<file path="src/hdl/des_rks_pkg.sv">
`default_nettype none

package des_rks_pkg;

  localparam int unsigned KEY_W    = 64;
  localparam int unsigned CD_W     = 56;
  localparam int unsigned HALF_W   = 28;
  localparam int unsigned SUBKEY_W = 48;
  localparam int unsigned ROUND_W  = 5;
  localparam int unsigned NUM_ROUNDS = 16;

  // DES bit numbering: position 1 is the MSB of the source word
  localparam logic [6:0] PC1_SEL [CD_W] = '{
    7'd57, 7'd49, 7'd41, 7'd33, 7'd25, 7'd17, 7'd9,  7'd1,  7'd58, 7'd50, 7'd42, 7'd34,
    7'd26, 7'd18, 7'd10, 7'd2,  7'd59, 7'd51, 7'd43, 7'd35, 7'd27, 7'd19, 7'd11, 7'd3,
    7'd60, 7'd52, 7'd44, 7'd36, 7'd63, 7'd55, 7'd47, 7'd39, 7'd31, 7'd23, 7'd15, 7'd7,
    7'd62, 7'd54, 7'd46, 7'd38, 7'd30, 7'd22, 7'd14, 7'd6,  7'd61, 7'd53, 7'd45, 7'd37,
    7'd29, 7'd21, 7'd13, 7'd5,  7'd28, 7'd20, 7'd12, 7'd4
  };

  localparam logic [5:0] PC2_SEL [SUBKEY_W] = '{
    6'd14, 6'd17, 6'd11, 6'd24, 6'd1,  6'd5,  6'd3,  6'd28, 6'd15, 6'd6,  6'd21, 6'd10,
    6'd23, 6'd19, 6'd12, 6'd4,  6'd26, 6'd8,  6'd16, 6'd7,  6'd27, 6'd20, 6'd13, 6'd2,
    6'd41, 6'd52, 6'd31, 6'd37, 6'd47, 6'd55, 6'd30, 6'd40, 6'd51, 6'd45, 6'd33, 6'd48,
    6'd44, 6'd49, 6'd39, 6'd56, 6'd34, 6'd53, 6'd46, 6'd42, 6'd50, 6'd36, 6'd29, 6'd32
  };

  // single rotation in rounds 1, 2, 9 and 16, double rotation elsewhere
  localparam int unsigned ROUND_SHIFT [NUM_ROUNDS] = '{
    1, 1, 2, 2, 2, 2, 2, 2, 1, 2, 2, 2, 2, 2, 2, 1
  };

  typedef struct packed {
    logic [SUBKEY_W-1:0] round_key;
    logic [ROUND_W-1:0]  round_number;
    logic                last_round;
  } beat_t;

  function automatic logic [CD_W-1:0] pc1(input logic [KEY_W-1:0] key);
    logic [CD_W-1:0] res;
    res = '0;
    for (int i = 0; i < CD_W; i++) begin
      res[CD_W-1-i] = key[KEY_W - int'(PC1_SEL[i])];
    end
    return res;
  endfunction

  function automatic logic [SUBKEY_W-1:0] pc2(input logic [CD_W-1:0] cd);
    logic [SUBKEY_W-1:0] res;
    res = '0;
    for (int i = 0; i < SUBKEY_W; i++) begin
      res[SUBKEY_W-1-i] = cd[CD_W - int'(PC2_SEL[i])];
    end
    return res;
  endfunction

  // total left rotation applied to each half by the end of round r (0-based)
  function automatic int unsigned cum_shift(input int unsigned r);
    int unsigned sum;
    sum = 0;
    for (int unsigned i = 0; i <= r; i++) begin
      sum += ROUND_SHIFT[i];
    end
    return sum % HALF_W;
  endfunction

  function automatic logic [HALF_W-1:0] rot_half(input logic [HALF_W-1:0] v,
                                                 input int unsigned n);
    logic [2*HALF_W-1:0] dbl;
    dbl = {v, v} << n;
    return dbl[2*HALF_W-1:HALF_W];
  endfunction

  function automatic logic [CD_W-1:0] rot_cd(input logic [CD_W-1:0] cd,
                                             input int unsigned n);
    return {rot_half(cd[CD_W-1:HALF_W], n), rot_half(cd[HALF_W-1:0], n)};
  endfunction

endpackage

`default_nettype wire

</file>
<file path="src/hdl/des_rks_expand.sv">
`default_nettype none

module des_rks_expand (
  input  wire logic [des_rks_pkg::KEY_W-1:0] key,
  output des_rks_pkg::beat_t                 beats [des_rks_pkg::NUM_ROUNDS]
);

  logic [des_rks_pkg::CD_W-1:0] cd;

  assign cd = des_rks_pkg::pc1(key);

  // each round's rotation is a fixed rewiring of the PC1 output
  for (genvar r = 0; r < des_rks_pkg::NUM_ROUNDS; r++) begin : g_round
    assign beats[r].round_key    = des_rks_pkg::pc2(
                                     des_rks_pkg::rot_cd(cd, des_rks_pkg::cum_shift(r)));
    assign beats[r].round_number = des_rks_pkg::ROUND_W'(r + 1);
    assign beats[r].last_round   = (r == des_rks_pkg::NUM_ROUNDS - 1);
  end

endmodule

`default_nettype wire

</file>
<file path="src/hdl/des_rks_cell.sv">
`default_nettype none

module des_rks_cell (
  input  wire logic                clk,
  input  wire logic                rst_n,
  input  wire logic                load,
  input  wire logic                shift,
  input  wire des_rks_pkg::beat_t  load_beat,
  input  wire logic                next_valid,
  input  wire des_rks_pkg::beat_t  next_beat,
  output logic                     valid,
  output des_rks_pkg::beat_t       beat
);

  logic               valid_r, valid_nxt;
  des_rks_pkg::beat_t beat_r, beat_nxt;

  always_comb begin
    valid_nxt = valid_r;
    beat_nxt  = beat_r;
    if (load) begin
      valid_nxt = 1'b1;
      beat_nxt  = load_beat;
    end else if (shift) begin
      // take the neighbor's beat, one step closer to the output
      valid_nxt = next_valid;
      beat_nxt  = next_beat;
    end
  end

  always_ff @(posedge clk) begin
    if (!rst_n) begin
      valid_r <= 1'b0;
    end else begin
      valid_r <= valid_nxt;
    end
  end

  always_ff @(posedge clk) begin
    beat_r <= beat_nxt;
  end

  assign valid = valid_r;
  assign beat  = beat_r;

endmodule

`default_nettype wire

</file>
<file path="src/hdl/des_round_key_schedule.sv">
// DES key schedule: each accepted 64-bit key (DES bit 1 = MSB) yields sixteen 48-bit round
// keys in round order, tagged with the round number 1..16, the sixteenth marked by
// out_last_round. All sixteen subkeys are formed in the cycle the key is taken and loaded
// into a row of sixteen cells that shifts one beat per cycle toward the output whenever
// the output beat is taken; cell 0 is the output register. A key therefore occupies the
// block for sixteen output beats, and the next key is taken in the same cycle the last
// beat of the previous one leaves, so with out_ready held high successive keys' beats
// follow with no gap. The first subkey appears in the cycle after the key is accepted.
`default_nettype none

module des_round_key_schedule (
  input  wire logic                             clk,
  input  wire logic                             rst_n,
  input  wire logic                             in_valid,
  output logic                                  in_ready,
  input  wire logic [des_rks_pkg::KEY_W-1:0]    in_key,
  output logic                                  out_valid,
  input  wire logic                             out_ready,
  output logic [des_rks_pkg::SUBKEY_W-1:0]      out_round_key,
  output logic [des_rks_pkg::ROUND_W-1:0]       out_round_number,
  output logic                                  out_last_round
);

  localparam int unsigned N = des_rks_pkg::NUM_ROUNDS;

  des_rks_pkg::beat_t load_beats [N];
  des_rks_pkg::beat_t cell_beat  [N];
  logic [N-1:0]       cell_valid;
  logic               in_fire;
  logic               out_fire;

  des_rks_expand u_expand (
    .key   (in_key),
    .beats (load_beats)
  );

  assign out_valid = cell_valid[0];
  assign out_fire  = out_valid && out_ready;
  // take a new key when no cell is occupied, or only the head cell is and it leaves now
  assign in_ready  = (cell_valid[N-1:1] == '0) && (!cell_valid[0] || out_ready);
  assign in_fire   = in_valid && in_ready;

  for (genvar i = 0; i < N; i++) begin : g_cell
    logic               nb_valid;
    des_rks_pkg::beat_t nb_beat;

    if (i == N - 1) begin : g_tail
      assign nb_valid = 1'b0;
      assign nb_beat  = '0;
    end else begin : g_mid
      assign nb_valid = cell_valid[i+1];
      assign nb_beat  = cell_beat[i+1];
    end

    des_rks_cell u_cell (
      .clk        (clk),
      .rst_n      (rst_n),
      .load       (in_fire),
      .shift      (out_fire),
      .load_beat  (load_beats[i]),
      .next_valid (nb_valid),
      .next_beat  (nb_beat),
      .valid      (cell_valid[i]),
      .beat       (cell_beat[i])
    );
  end

  assign out_round_key    = cell_beat[0].round_key;
  assign out_round_number = cell_beat[0].round_number;
  assign out_last_round   = cell_beat[0].last_round;

  // occupied cells always form a contiguous run starting at the head
  a_contiguous: assert property (@(posedge clk) disable iff (!rst_n)
    ((cell_valid >> 1) & ~cell_valid) == '0)
    else $error("gap in cell chain");

  a_load_full: assert property (@(posedge clk) disable iff (!rst_n)
    in_fire |=> (&cell_valid))
    else $error("key load did not fill every cell");

  a_more_follow: assert property (@(posedge clk) disable iff (!rst_n)
    (out_valid && !out_last_round) |-> cell_valid[1])
    else $error("non-final subkey without successor");

  a_last_alone: assert property (@(posedge clk) disable iff (!rst_n)
    (out_valid && out_last_round) |-> (cell_valid[N-1:1] == '0))
    else $error("final subkey with cells still occupied");

  a_round_step: assert property (@(posedge clk) disable iff (!rst_n)
    (out_fire && !out_last_round) |=>
      (out_valid && out_round_number == $past(out_round_number) + 5'd1))
    else $error("round number did not advance by one");

endmodule

`default_nettype wire
</file>
<file path="config.mk">
export PLATFORM = sky130hd
export DESIGN_NAME = des_round_key_schedule
export DESIGN_NICKNAME = d
export VERILOG_FILES = /design/src/hdl/des_rks_pkg.sv /design/src/hdl/des_rks_expand.sv /design/src/hdl/des_rks_cell.sv /design/src/hdl/des_round_key_schedule.sv
export SDC_FILE = /design/constraint.sdc
export NUM_CORES = 1
export LEC_CHECK = 0
export ABC_AREA = 1
export BUFFER_PORTS_ARGS = -buffer_cell sky130_fd_sc_hd__buf_2
export CAP_MARGIN = 30
export CELL_PAD_IN_SITES_DETAIL_PLACEMENT = 2
export CELL_PAD_IN_SITES_GLOBAL_PLACEMENT = 2
export CORE_MARGIN = 3
export CORE_UTILIZATION = 39
export CTS_BUF_LIST = sky130_fd_sc_hd__clkbuf_2
export CTS_CLUSTER_DIAMETER = 120
export CTS_CLUSTER_SIZE = 28
export DETAILED_ROUTE_END_ITERATION = 6
export PLACE_DENSITY_LB_ADDON = 0.1
export REMOVE_ABC_BUFFERS = 1
export SKIP_CTS_REPAIR_TIMING = 1
export SYNTH_ARGS = -nofsm -noshare
export SYNTH_HDL_FRONTEND = slang
export SYNTH_SLANG_ARGS = --single-unit
</file>
<file path="constraint.sdc">
create_clock -name clk -period 46.5 [get_ports clk]
set_clock_uncertainty 0.2 [all_clocks]
set_input_delay 6.975 -clock clk [delete_from_list [all_inputs] [get_ports clk]]
set_output_delay 6.975 -clock clk [all_outputs]
set_load 0.02 [all_outputs]
</file>
Word-level counts from Yosys, hierarchy flattened
Cells that the tools add are included.
- flip-flop bits (word level): 875
- input bits: 68
- word-level logic and storage cells: 134
- mux-type cells: 64
- reduce and logical (&&, ||, !) cells: 7
- operators by type and width (kind ; number):
    54-bit two-way mux ; 32
    1-bit two-way mux ; 32
    15-bit logical NOT ; 1
    1-bit logical AND ; 3
    2-bit nonzero test ; 1
    1-bit logical NOT ; 1
    1-bit logical OR ; 1

Logic depth before layout (Yosys ltp)
- word-level depth: 5
- depth in mapped cells: 10
- depth with buffers taken out: 7

By module
From an unflattened synthesis, not the netlist that was laid out.
- cells, all modules: 4647
- area total of the unflattened synthesis: 47257.8 um^2
- modules (own cells, without submodules) (module ; instances ; cells each ; area an instance (um^2)):
    des_rks_cell ; 16 ; 235 ; 2541.2
    des_rks_expand ; 1 ; 866 ; 6493.7
    des_round_key_schedule ; 1 ; 21 ; 105.1

Least setup slack after synthesis
No wires, ideal clock.
- path kind: input to register
- start point: input port out_ready
- end point: register g_cell[0].u_cell.beat_r (netlist bit g_cell[0].u_cell.beat[10]), enable pin
- data arrival time: 20044 ps
- required time: 40936 ps
- setup slack: 20892 ps
- stages on the path: 8
- cell sequence: inv_1 -> nand2_1 -> nand3_1 -> nor2_2 -> nand3_2 -> clkbuf_1 -> buf_2 -> nand2_1
- longest elaborated chain between the ends: 4
- RTL lines (element ; line ; text):
    start: declaration ; des_round_key_schedule.sv:18 ; input wire logic out_ready,
    1-bit logical OR ; des_round_key_schedule.sv:40 ; assign in_ready = (cell_valid[N-1:1] == '0) && (!cell_valid[0] || out_ready);
    1-bit logical AND ; des_round_key_schedule.sv:40 ;
    1-bit logical AND ; des_round_key_schedule.sv:41 ; assign in_fire = in_valid && in_ready;
    2-bit nonzero test (no line) * ; - ;
    end signal: assignment ; des_rks_cell.sv:40 ; beat_r <= beat_nxt;
    end: declaration ; des_rks_cell.sv:16 ; des_rks_pkg::beat_t beat_r, beat_nxt;
Mark *: on every way between the ends. The rest lies on a longest branch, timed or not.
A chain may end at the register's enable or synchronous reset.

Final worst setup path
- start point: input port out_ready
- end point: output port in_ready
- longest elaborated chain between the ends: 2
- RTL lines (element ; line ; text):
    1-bit logical OR ; des_round_key_schedule.sv:40 ;
    1-bit logical AND ; des_round_key_schedule.sv:40 ;
    end: declaration ; des_round_key_schedule.sv:15 ; output logic in_ready,
No other way between the ends.

==> impl_results.md <==
* WL/cell at roughly 17 um
* Share of Yosys cell area claimed by the top area cell type at 0.582
* Gr usage total at 0.183
* CTS tree: yes
* Worst endpoint required time at 39.33 ns
* Routed wire length at 97000 um
* Total congestion overflow at 0
* TritonCTS Buffers at 36
* Outcome: completed
* Syn_area_per_cell at 8.92 um2
* Post-Place Cells at 5691
* Synthesis-stage register bit count at 851
* Final hold slack at 0.259 ns
* Relative slew margins at 0.252
* First-pass GRT wire length at 157000 um
* Die Footprint at 105000 um2
* Fin crit share at 0.320
* Final Hold Fails at 0
* # fillers at around 11000
* First-pass detailed-route iteration total at 5
* Clock latency on the worst-skew pair at 1.24 ns
* # rows at 116
* Critical path type: input pin to output port
* Final min period at 14.88 ns
* Final core occ at 0.411
* Die X at 325 um
* Area grow syn2layout at 4.10%
* LEAKAGE at 21.4 nW
* Setup TNS at 0 ns
* R2R Setup Slk at ~41 ns
* Post-Syn Instances at between 4000 and 5000
* RR Endpoint: g_cell[11].u_cell.beat[26]
* Pwr/cell area at a little over 60 nW/um2
* Core area at 100000 um2
* Hold Path End: g_cell[6].u_cell.beat[2]
* Vias at 26900
* Hold_sp: g_cell[7].u_cell.beat[2]
* ANT nets after route at 0
* Crit-path max FO at 2
* Fmax at 67.2 MHz
* Worst-Margin Slew at 1.12 ns
* Non-filler cells, final at 5755
* Worst r2r path cells at 8
* Setup ws final at 31.62 ns
* Largest net degree at the start of global routing at approximately 240
* DP HPWL at 58100 um
* Clock Pin Slew Worst Setup and Hold Paths at about 0.52 ns
* Crit start category: input pin
* Capturing element type of the critical path: output port
* Initial antenna violation count at 5
* 1st-iter DRT viols at 1782
* Synth area leaders: edfxtp_1, nand2_1, inv_1
* Share of cells above drive strength 1 at 0.0594
* Drt via density at approximately 4.7
* Max Slew Vio Count at 0
* I/O Buffers at 115
* Max_cap viols at 0
* Die height at 325 um
* Synth area leader: edfxtp_1
* Starting density of the core at 0.394
* Root Buffer: clkbuf_2
* Number of H-tree levels at 2
* Vias in the first global route at 28700
* Final Setup Violations at 0
* Place WS at 31.60 ns
* Hold Crit Class: register to register
* Max IR drop VDD at 0.203 mV
* Crit Reg-Reg Startpoint: g_cell[6].u_cell.valid
* # nets final at ~4400
* Post-synthesis sequential area ratio at 0.624
* Yosys warning count at 0
* Post-Syn Area at ~40000 um2
* Hold Crit Depth at 2
* DRC at 0
* Clock buffer depth at 3
* Distinct cells, synth at 25
* Ports at 124
* CP Data Arrival Time at 7.71 ns
* GP Congestion at 0.700
* CTS sink count at 851
* RSZ-0062 raised after global routing: no
Yosys cell counts, drive strengths merged:
cell type / n
a21oi: 16
o21ai: 26
nor4: 1
nand4: 56
mux2i: 1
inv: 827
buf: 167
nand2: 1648
clkbuf: 94
nand3: 28
edfxtp: 768
nor2: 727
dfxtp: 83
worst max path at each step:
stage                          from                   endpoint  cells past startpoint
after floorplan           out_ready  g_cell[0].u_cell.beat[10]                      2
after global placement    out_ready                   in_ready                      6
after detailed placement  out_ready                   in_ready                      6
after CTS                 out_ready                   in_ready                      6
after global routing      out_ready                   in_ready                      6
final                     out_ready                   in_ready                      6
metal layers:
| layer | global-route usage | share of wire | up-vias |
|---|---|---|---|
| met3 | 0.0185 | 0.026 | 50 |
| met5 | 0 | 0.00013 | - |
| met4 | 0.0233 | 0.011 | 2 |
| met2 | 0.299 | 0.46 | 219 |
| met1 | 0.272 | 0.51 | 13500 |
| li1 | - | - | 13100 |
registers in the layout (all words and copies together), names as in the netlist:
| signal | cells |
|---|---|
| g_cell.u_cell.beat | 835 |
| g_cell.u_cell.valid | 16 |
critical path, cell delays in order:
cell and delay [ns]:
buf_2 0.11, inv_1 0.05, nand2_1 0.05, nand3_1 0.13, nor4_1 0.18, buf_2 0.20
final cells by class:
| cell class | count | area [um2] | share of cell area |
|---|---|---|---|
| flip-flops and latches | 851 | 24700 | 0.600 |
| repair buffers | 157 | 1120 | 0.0272 |
| multi-input cells | 2503 | 10300 | 0.250 |
| diodes | 6 | 15.0 | 0.000364 |
| inverters | 827 | 3100 | 0.0753 |
| clock inverters | 6 | 41.3 | 0.00100 |
| well taps | 1357 | 1700 | 0.0412 |
| clock buffers | 48 | 240 | 0.00583 |
per-stage QoR:
stage,instance area [um2],power (mW)
finish,41200,2.51
detailed placement,40800,2.28
global route,41200,2.70
floorplan,38100,2.01
CTS,41100,2.55
global placement,40700,2.24
report_power, final:
part           total [mW]  switching [mW]  internal (mW)
registers            1.32          0.0737           1.25
clock network       0.259           0.229         0.0301
logic               0.925           0.727          0.198
layout by cell type (no fill, tap or decap), types with 16 or more instances in the layout:
cell,netlist,layout
nand4_4,40,40
buf_4,11,25
edfxtp_1,768,768
nor2_1,724,724
buf_2,109,114
clkbuf_2,0,48
nand3_1,27,27
nand2_1,1647,1645
o21ai_0,26,26
inv_1,824,824
dfxtp_1,83,83
nand4_1,16,16
logic make-up after synthesis:
| kind of cell | Yosys count | synth area share |
|---|---|---|
| buf+inv | 1088 | 0.117 |
| simple gates | 2460 | 0.253 |
| mux | 1 | 0.000253 |
| flops | 851 | 0.624 |
| compound gates | 42 | 0.00550 |
Note: power is estimated with default switching activity, not from simulation.
